**config.mk**
```make
export PLATFORM = sky130hd
export DESIGN_NAME = keyed_record_table
export DESIGN_NICKNAME = d
export VERILOG_FILES = /design/src/sv/krt_pkg.sv /design/src/sv/krt_ram.sv /design/src/sv/keyed_record_table.sv
export SDC_FILE = /design/constraint.sdc
export NUM_CORES = 2
export LEC_CHECK = 0
export BUFFER_PORTS_ARGS = -buffer_cell sky130_fd_sc_hd__buf_2
export CORE_AREA = 2 2 450 452
export DETAILED_ROUTE_END_ITERATION = 12
export DIE_AREA = 0 0 452 454
export GPL_TIMING_DRIVEN = 0
export HOLD_SLACK_MARGIN = 0.02
export PLACE_DENSITY = 0.54
export SYNTH_ARGS = -nofsm -noshare
export SYNTH_HDL_FRONTEND = slang
export SYNTH_SLANG_ARGS = --single-unit
```
**constraint.sdc**
```tcl
create_clock -name clk -period 15.4 [get_ports clk]
set_input_delay 4.62 -clock clk [delete_from_list [all_inputs] [get_ports clk]]
set_output_delay 4.62 -clock clk [all_outputs]
set_load 0.05 [all_outputs]
```
**src/sv/krt_pkg.sv**
```systemverilog
// Shared codes and field widths for the keyed record table.
`timescale 1ns / 1ps
package krt_pkg;

	localparam int unsigned KEY_W   = 64;
	localparam int unsigned AGE_W   = 8;
	localparam int unsigned GRADE_W = 32;
	localparam int unsigned INDEX_W = 4;
	localparam int unsigned TALLY_W = 5;

	typedef logic [1:0] op_t;
	typedef logic [1:0] status_t;

	localparam op_t OP_INSERT = 2'd0;
	localparam op_t OP_SEARCH = 2'd1;
	localparam op_t OP_REMOVE = 2'd2;
	localparam op_t OP_LIST   = 2'd3;

	localparam status_t ST_OK   = 2'd0;
	localparam status_t ST_MISS = 2'd1;
	localparam status_t ST_FULL = 2'd2;

endpackage

```
**src/sv/krt_ram.sv**
```systemverilog
// Generic single-write, single-read RAM with a registered read port.
`timescale 1ns / 1ps
module krt_ram #(
	parameter int WIDTH = 104,
	parameter int DEPTH = 16
) (
	input  logic                     clk,
	input  logic                     wr_en,
	input  logic [$clog2(DEPTH)-1:0] wr_addr,
	input  logic [WIDTH-1:0]         wr_data,
	input  logic                     rd_en,
	input  logic [$clog2(DEPTH)-1:0] rd_addr,
	output logic [WIDTH-1:0]         rd_data
);

	logic [WIDTH-1:0] mem [DEPTH];

	always_ff @(posedge clk) begin
		if (wr_en) begin
			mem[wr_addr] <= wr_data;
		end
		if (rd_en) begin
			rd_data <= mem[rd_addr];
		end
	end

endmodule

```
**src/sv/keyed_record_table.sv**
```systemverilog
// Top level of the keyed record table: command sequencer around the record RAM.
`timescale 1ns / 1ps
// Ordered table of up to DEPTH records (key, age, grade) held in one RAM with a
// registered read port. One word is accepted while the sequencer is idle. Insert
// registers its result and goes to S_EMIT. Search and remove walk the stored
// records one per cycle through the single read port (remove compacts in place,
// writing each kept record back as the walk passes it). List emits one word per
// record, reading it through S_LIST_RD, S_LIST_WAIT and S_EMIT in turn. Output
// stall holds the sequencer until the pending word is taken. Keys are stored and
// compared on their low KEY_BITS bits.
module keyed_record_table #(
	parameter int DEPTH    = 16,
	parameter int KEY_BITS = 64
) (
	input  logic                                clk,
	input  logic                                arst_n,
	input  logic                                in_valid,
	output logic                                in_stall,
	input  krt_pkg::op_t                        op,
	input  logic [krt_pkg::KEY_W-1:0]           key,
	input  logic [krt_pkg::AGE_W-1:0]           age,
	input  logic [krt_pkg::GRADE_W-1:0]         grade,
	output logic                                out_valid,
	input  logic                                out_stall,
	output krt_pkg::status_t                    status,
	output logic [krt_pkg::INDEX_W-1:0]         index,
	output logic [krt_pkg::KEY_W-1:0]           found_key,
	output logic [krt_pkg::AGE_W-1:0]           found_age,
	output logic [krt_pkg::GRADE_W-1:0]         found_grade,
	output logic [krt_pkg::TALLY_W-1:0]         tally,
	output logic                                last
);

	import krt_pkg::*;

	localparam int AW = $clog2(DEPTH);
	localparam int CW = $clog2(DEPTH + 1);
	localparam int RW = KEY_BITS + AGE_W + GRADE_W;

	typedef enum logic [2:0] {
		S_IDLE,
		S_SCAN,
		S_LIST_RD,
		S_LIST_WAIT,
		S_EMIT
	} state_t;

	state_t               state_q;
	op_t                  op_q;
	logic [KEY_BITS-1:0]  key_q;
	logic [CW-1:0]        n_q;
	logic [CW-1:0]        ptr_q;
	logic [CW-1:0]        wr_q;
	logic                 pend_s1;
	logic [CW-1:0]        idx_s1;

	status_t              res_status_q;
	logic [INDEX_W-1:0]   res_index_q;
	logic [KEY_W-1:0]     res_key_q;
	logic [AGE_W-1:0]     res_age_q;
	logic [GRADE_W-1:0]   res_grade_q;
	logic [TALLY_W-1:0]   res_tally_q;
	logic                 res_last_q;

	logic                 ram_wr_en;
	logic [AW-1:0]        ram_wr_addr;
	logic [RW-1:0]        ram_wr_data;
	logic                 ram_rd_en;
	logic [RW-1:0]        ram_rd_data;
	logic [KEY_BITS-1:0]  rd_key;
	logic [AGE_W-1:0]     rd_age;
	logic [GRADE_W-1:0]   rd_grade;

	logic                 insert_go;
	logic                 issue;
	logic                 hit;
	logic                 out_free;
	logic                 emit_go;
	logic [CW-1:0]        removed;

	assign in_stall = (state_q != S_IDLE);
	assign out_free = !out_valid || !out_stall;
	assign emit_go  = (state_q == S_EMIT) && out_free;

	assign rd_key   = ram_rd_data[RW-1 -: KEY_BITS];
	assign rd_age   = ram_rd_data[GRADE_W +: AGE_W];
	assign rd_grade = ram_rd_data[GRADE_W-1:0];

	assign insert_go = (state_q == S_IDLE) && in_valid && (op == OP_INSERT)
		&& (n_q != CW'(DEPTH));
	assign issue   = (state_q == S_SCAN) && (ptr_q != n_q);
	assign hit     = (rd_key == key_q);
	assign removed = n_q - wr_q;

	always_comb begin
		ram_rd_en = issue || (state_q == S_LIST_RD);
		if (state_q == S_IDLE) begin
			ram_wr_en   = insert_go;
			ram_wr_addr = n_q[AW-1:0];
			ram_wr_data = {key[KEY_BITS-1:0], age, grade};
		end else begin
			ram_wr_en   = (state_q == S_SCAN) && pend_s1 && (op_q == OP_REMOVE) && !hit;
			ram_wr_addr = wr_q[AW-1:0];
			ram_wr_data = ram_rd_data;
		end
	end

	krt_ram #(
		.WIDTH(RW),
		.DEPTH(DEPTH)
	) u_ram (
		.clk    (clk),
		.wr_en  (ram_wr_en),
		.wr_addr(ram_wr_addr),
		.wr_data(ram_wr_data),
		.rd_en  (ram_rd_en),
		.rd_addr(ptr_q[AW-1:0]),
		.rd_data(ram_rd_data)
	);

	always_ff @(posedge clk or negedge arst_n) begin
		if (!arst_n) begin
			state_q   <= S_IDLE;
			n_q       <= '0;
			pend_s1   <= 1'b0;
			out_valid <= 1'b0;
		end else begin
			if (emit_go) begin
				out_valid <= 1'b1;
			end else if (out_valid && !out_stall) begin
				out_valid <= 1'b0;
			end
			pend_s1 <= issue;
			unique case (state_q)
				S_IDLE: begin
					if (in_valid) begin
						op_q  <= op;
						key_q <= key[KEY_BITS-1:0];
						ptr_q <= '0;
						wr_q  <= '0;
						res_last_q <= 1'b1;
						unique case (op) inside
							OP_INSERT: begin
								if (insert_go) begin
									res_status_q <= ST_OK;
									res_index_q  <= INDEX_W'(n_q);
									res_key_q    <= KEY_W'(key[KEY_BITS-1:0]);
									res_age_q    <= age;
									res_grade_q  <= grade;
									res_tally_q  <= TALLY_W'(n_q + 1'b1);
									n_q          <= n_q + 1'b1;
								end else begin
									res_status_q <= ST_FULL;
									res_index_q  <= '0;
									res_key_q    <= '0;
									res_age_q    <= '0;
									res_grade_q  <= '0;
									res_tally_q  <= TALLY_W'(n_q);
								end
								state_q <= S_EMIT;
							end
							OP_SEARCH, OP_REMOVE: begin
								state_q <= S_SCAN;
							end
							default: begin
								if (n_q == '0) begin
									res_status_q <= ST_MISS;
									res_index_q  <= '0;
									res_key_q    <= '0;
									res_age_q    <= '0;
									res_grade_q  <= '0;
									res_tally_q  <= '0;
									state_q      <= S_EMIT;
								end else begin
									state_q <= S_LIST_RD;
								end
							end
						endcase
					end
				end
				S_SCAN: begin
					ptr_q   <= ptr_q + CW'(issue);
					idx_s1  <= ptr_q;
					if (pend_s1) begin
						if (op_q == OP_SEARCH) begin
							if (hit) begin
								res_status_q <= ST_OK;
								res_index_q  <= INDEX_W'(idx_s1);
								res_key_q    <= KEY_W'(rd_key);
								res_age_q    <= rd_age;
								res_grade_q  <= rd_grade;
								res_tally_q  <= TALLY_W'(n_q);
								state_q      <= S_EMIT;
							end
						end else if (!hit) begin
							wr_q <= wr_q + 1'b1;
						end
					end else if (ptr_q == n_q) begin
						res_index_q <= '0;
						res_key_q   <= '0;
						res_age_q   <= '0;
						res_grade_q <= '0;
						if (op_q == OP_SEARCH) begin
							res_status_q <= ST_MISS;
							res_tally_q  <= TALLY_W'(n_q);
						end else begin
							res_status_q <= (removed != '0) ? ST_OK : ST_MISS;
							res_tally_q  <= TALLY_W'(removed);
							n_q          <= wr_q;
						end
						state_q <= S_EMIT;
					end
				end
				S_LIST_RD: begin
					state_q <= S_LIST_WAIT;
				end
				S_LIST_WAIT: begin
					res_status_q <= ST_OK;
					res_index_q  <= INDEX_W'(ptr_q);
					res_key_q    <= KEY_W'(rd_key);
					res_age_q    <= rd_age;
					res_grade_q  <= rd_grade;
					res_tally_q  <= TALLY_W'(n_q);
					res_last_q   <= (ptr_q + 1'b1 == n_q);
					ptr_q        <= ptr_q + 1'b1;
					state_q      <= S_EMIT;
				end
				S_EMIT: begin
					if (out_free) begin
						status      <= res_status_q;
						index       <= res_index_q;
						found_key   <= res_key_q;
						found_age   <= res_age_q;
						found_grade <= res_grade_q;
						tally       <= res_tally_q;
						last        <= res_last_q;
						if ((op_q == OP_LIST) && (ptr_q != n_q)) begin
							state_q <= S_LIST_RD;
						end else begin
							state_q <= S_IDLE;
						end
					end
				end
				default: begin
					state_q <= S_IDLE;
				end
			endcase
		end
	end

	a_fill_bound: assert property (@(posedge clk) disable iff (!arst_n)
		n_q <= CW'(DEPTH))
		else $error("fill count beyond depth");

	a_compact_order: assert property (@(posedge clk) disable iff (!arst_n)
		(state_q == S_SCAN && ram_wr_en) |-> (wr_q <= idx_s1))
		else $error("compaction write passed the read index");

	a_read_in_range: assert property (@(posedge clk) disable iff (!arst_n)
		pend_s1 |-> (idx_s1 < n_q))
		else $error("read beyond filled entries");

	a_insert_grows: assert property (@(posedge clk) disable iff (!arst_n)
		insert_go |=> (n_q == $past(n_q) + 1'b1))
		else $error("insert did not grow the table");

	a_single_last: assert property (@(posedge clk) disable iff (!arst_n)
		(state_q == S_EMIT && op_q != OP_LIST) |-> res_last_q)
		else $error("single-word command without last");

endmodule

```
==> results.toml <==
[final_layout]
finish.utilization_pct = 47.0
layout-area-overhead-vs-synth_pct = 18.5
postLayoutCellArea_um2 = 94300
nNetsFinal = 4372
fin_cells = 7110
drive_gt1_share_pct = 32.4

[global_route]
grt_pass1_vias = 39747
antenna_found_initial = 36
grt_pass1_wl_mm = 317
grt_max_degree = 38
grt_overflow = 0
track_usage_pct = 22.4

[synthesis]
synth_cell_type_count = 58
synth.top_cell.area_share_pct = 78.5
async_reset_ff_share_pct = 0.478
synth_top_cell_by_area = "edfxtp_1"
avgSynthCellArea_um2 = 22.6
ys_warn_count = 0
synth_cells = 3522
synth-seq-cells = 2090
synth_seq_area_share_pct = 78.8
synth-edff-count = 2080
syn_area_um2 = 79600
synthTopCellsByArea = "edfxtp_1 (78%), mux4_2 (15%), nand2_1 (1.6%)"
synth_flop_cell = "edfxtp_1"
syn_nets = 3646

[timing]
min_period_ns = 8.52
fin_crit_sh_pct = 55.3
finalSetupViolCount = 0
finalClockSkew_ns = 0.0552
hold_slack_ns = 0.378
final_hold_viol_count = 0
rsz0062_at_grt = "no"
timing.setup.tns_ns = 0
finalWorstSetupSlack_ns = 6.88
worst_pin_slew_ns = 1.48
max_freq_ghz = 0.117
maxSlewHeadroom_pct = 1.08
slew_violations = 0

[placed_design]
hpwl_mm = 158
port_buffers = 227
placed_area_um2 = 87500
place_congestion = 0.826
dp_cells = 6704
pre_cts_ws_ns = 6.82

[pwr]
power_mw = 17.4
power.density_nw_per_um2 = 184
irDropWorstVdd_v = 0.000136
p_leak_nw = 30.8

[clocking]
cts.sinks = 2090
h-tree-depth = 4
cts_tree = "built"
cts_root_buffer = "clkbuf_16"
ctsHoldBuffers = 0
numCtsBuffers = 213
clkTransAtPathRegs_ns = 0.06
cts_buffer_depth = 3
clk_latency_ns = 0.86
post_cts_buffers = 0
cts_resized = 0

[setup_path]
r2r_end = "u_ram.mem[8][48]$_DFFE_PP_"
crit_start = "state_q[2]$_DFFE_PN0P_"
cp.required_ns = 10.78
cp_max_fo = 10
crit_type = "reg2out"
cp.arrival_ns = 3.90
reg2reg_depth = 12
worstReg2RegStart = "u_ram.rd_data[72]$_DFFE_PP_"
rrSetupSlack_ns = 10.42
end_kind = "output pin"
crit_path_start_kind = "flip-flop"

[route]
drc = 0
drt_pre_antenna_iters = 5
vias = 39904
drt-total-wl_mm = 230
drt_iter0_markers = 5377
wire_per_inst_um = 32.3
via_per_inst = 5.61
ant_nets = 0

[die]
design.core.area_um2 = 201000
die_w_um = 452
die_area_um2 = 205000
start_util_pct = 39.6
core.rowCount = 165
ios = 228
fp.dieH_um = 454

[worst_hold_path]
hold-path-endpoint = "found_key[7]$_DFFE_PP_"
hold_path_startpoint = "res_key_q[7]$_DFFE_PP_"
hold_depth = 0
min_path_type = "reg2reg"

[status]
status = "finished clean"

[job]
maxCapViolations = 0
cells in the final DEF, fill, tap and decap left out, types with 10 or more instances in the layout:
master / synthesis / final
edfxtp_1: 2080 / 2080
mux4_2: 520 / 520
nand2_1: 331 / 331
buf_2: 21 / 250
buf_6: 14 / 234
clkbuf_16: 0 / 216
clkbuf_1: 87 / 121
a22o_1: 104 / 104
xor2_1: 75 / 75
clkinv_1: 0 / 51
buf_4: 31 / 49
clkinv_2: 0 / 44
nor2_1: 33 / 31
buf_8: 0 / 29
buf_1: 26 / 25
a21oi_1: 18 / 18
nor3_2: 1 / 17
diode_2: 0 / 16
nor4_1: 16 / 16
bufinv_16: 0 / 16
inv_1: 15 / 15
buf_12: 0 / 14
ha_1: 13 / 13
nand3_1: 11 / 11
o21ai_0: 10 / 10
dfrtp_1: 10 / 10
worst max path at each step:
stage                                       end  slack (ns)  depth (start not counted)
global placement     u_ram.mem[5][41]$_DFFE_PP_      -10.31                          9
global route                           in_stall        6.71                          6
CTS                                    in_stall        6.81                          6
finish                                 in_stall        6.88                          6
detailed placement  u_ram.mem[11][41]$_DFFE_PP_        6.82                         14
floorplan             u_ram.mem[3][0]$_DFFE_PP_        1.85                          8
cell type report:
type	instances	area [um2]
multi-input cells	1237	16000
clock buffers	258	5560
repair buffers	511	4520
diodes	16	40.0
plain buffers	179	931
inverters	16	60.1
fillers	16443	107000
clock inverters	131	1160
well taps	2672	3340
flip-flops and latches	2090	62700
registers in the layout, indices dropped and copies added, names as in the netlist, 8 cells and up:
register / count
found_age: 8
found_key: 64
key_q: 64
res_grade_q: 32
res_age_q: 8
res_key_q: 64
found_grade: 32
u_ram.mem: 1664
u_ram.rd_data: 104
cells in the mapped netlist, types with 2 or more instances:
cell type     n
a21o_1        2
a21oi_1      18
a22o_1      104
a22oi_1       6
a31o_2        3
a31oi_1       8
and2_1        2
and3_1        4
buf_1        26
buf_2        21
buf_4        31
buf_6        14
clkbuf_1     87
dfrtp_1      10
edfxtp_1   2080
ha_1         13
inv_1        15
mux2_2        2
mux2i_1       3
mux4_2      520
nand2_1     331
nand2b_1      4
nand3_1      11
nand3b_1      2
nand4_1       5
nor2_1       33
nor2b_1       2
nor3_1       24
nor4_1       16
o21ai_0      10
o221ai_1      2
o22ai_1       4
o31a_1        3
or3_1         2
xnor2_1       7
xor2_1       75
per-layer routing:
layer | vias to the layer above | global-route usage, % | part of all wire, %
li1 | 16227 | - | -
met1 | 21583 | 30.9 | 41
met2 | 1736 | 36.1 | 49
met3 | 340 | 4.07 | 7.3
met4 | 18 | 7.37 | 3.0
met5 | - | 0 | 0.055
worst max-delay path, cell delays in order, from the launching register on:
cell,delay [ns]
dfrtp_1,0.35
clkbuf_1,0.39
nor3_2,0.18
inv_1,0.19
clkbuf_1,0.92
buf_1,0.59
buf_2,0.43
cells by family (layout without fill, tap and decap cells):
logic type | Yosys count | in the layout | synth area share [%]
fa+ha+maj | 14 | 14 | 0.230
buf+inv | 195 | 1095 | 1.23
compound gates | 172 | 172 | 1.72
other cells | 0 | 16 | 0
simple gates | 444 | 444 | 2.33
xor+xnor | 82 | 82 | 0.903
flops | 2090 | 2090 | 78.8
mux | 525 | 525 | 14.8
power by group:
part | switching (mW) | internal (mW)
Sequential | 0.245 | 7.86
Combinational | 2.95 | 1.27
Clock | 2.19 | 2.83
Note: power is estimated with default switching activity, not from simulation.
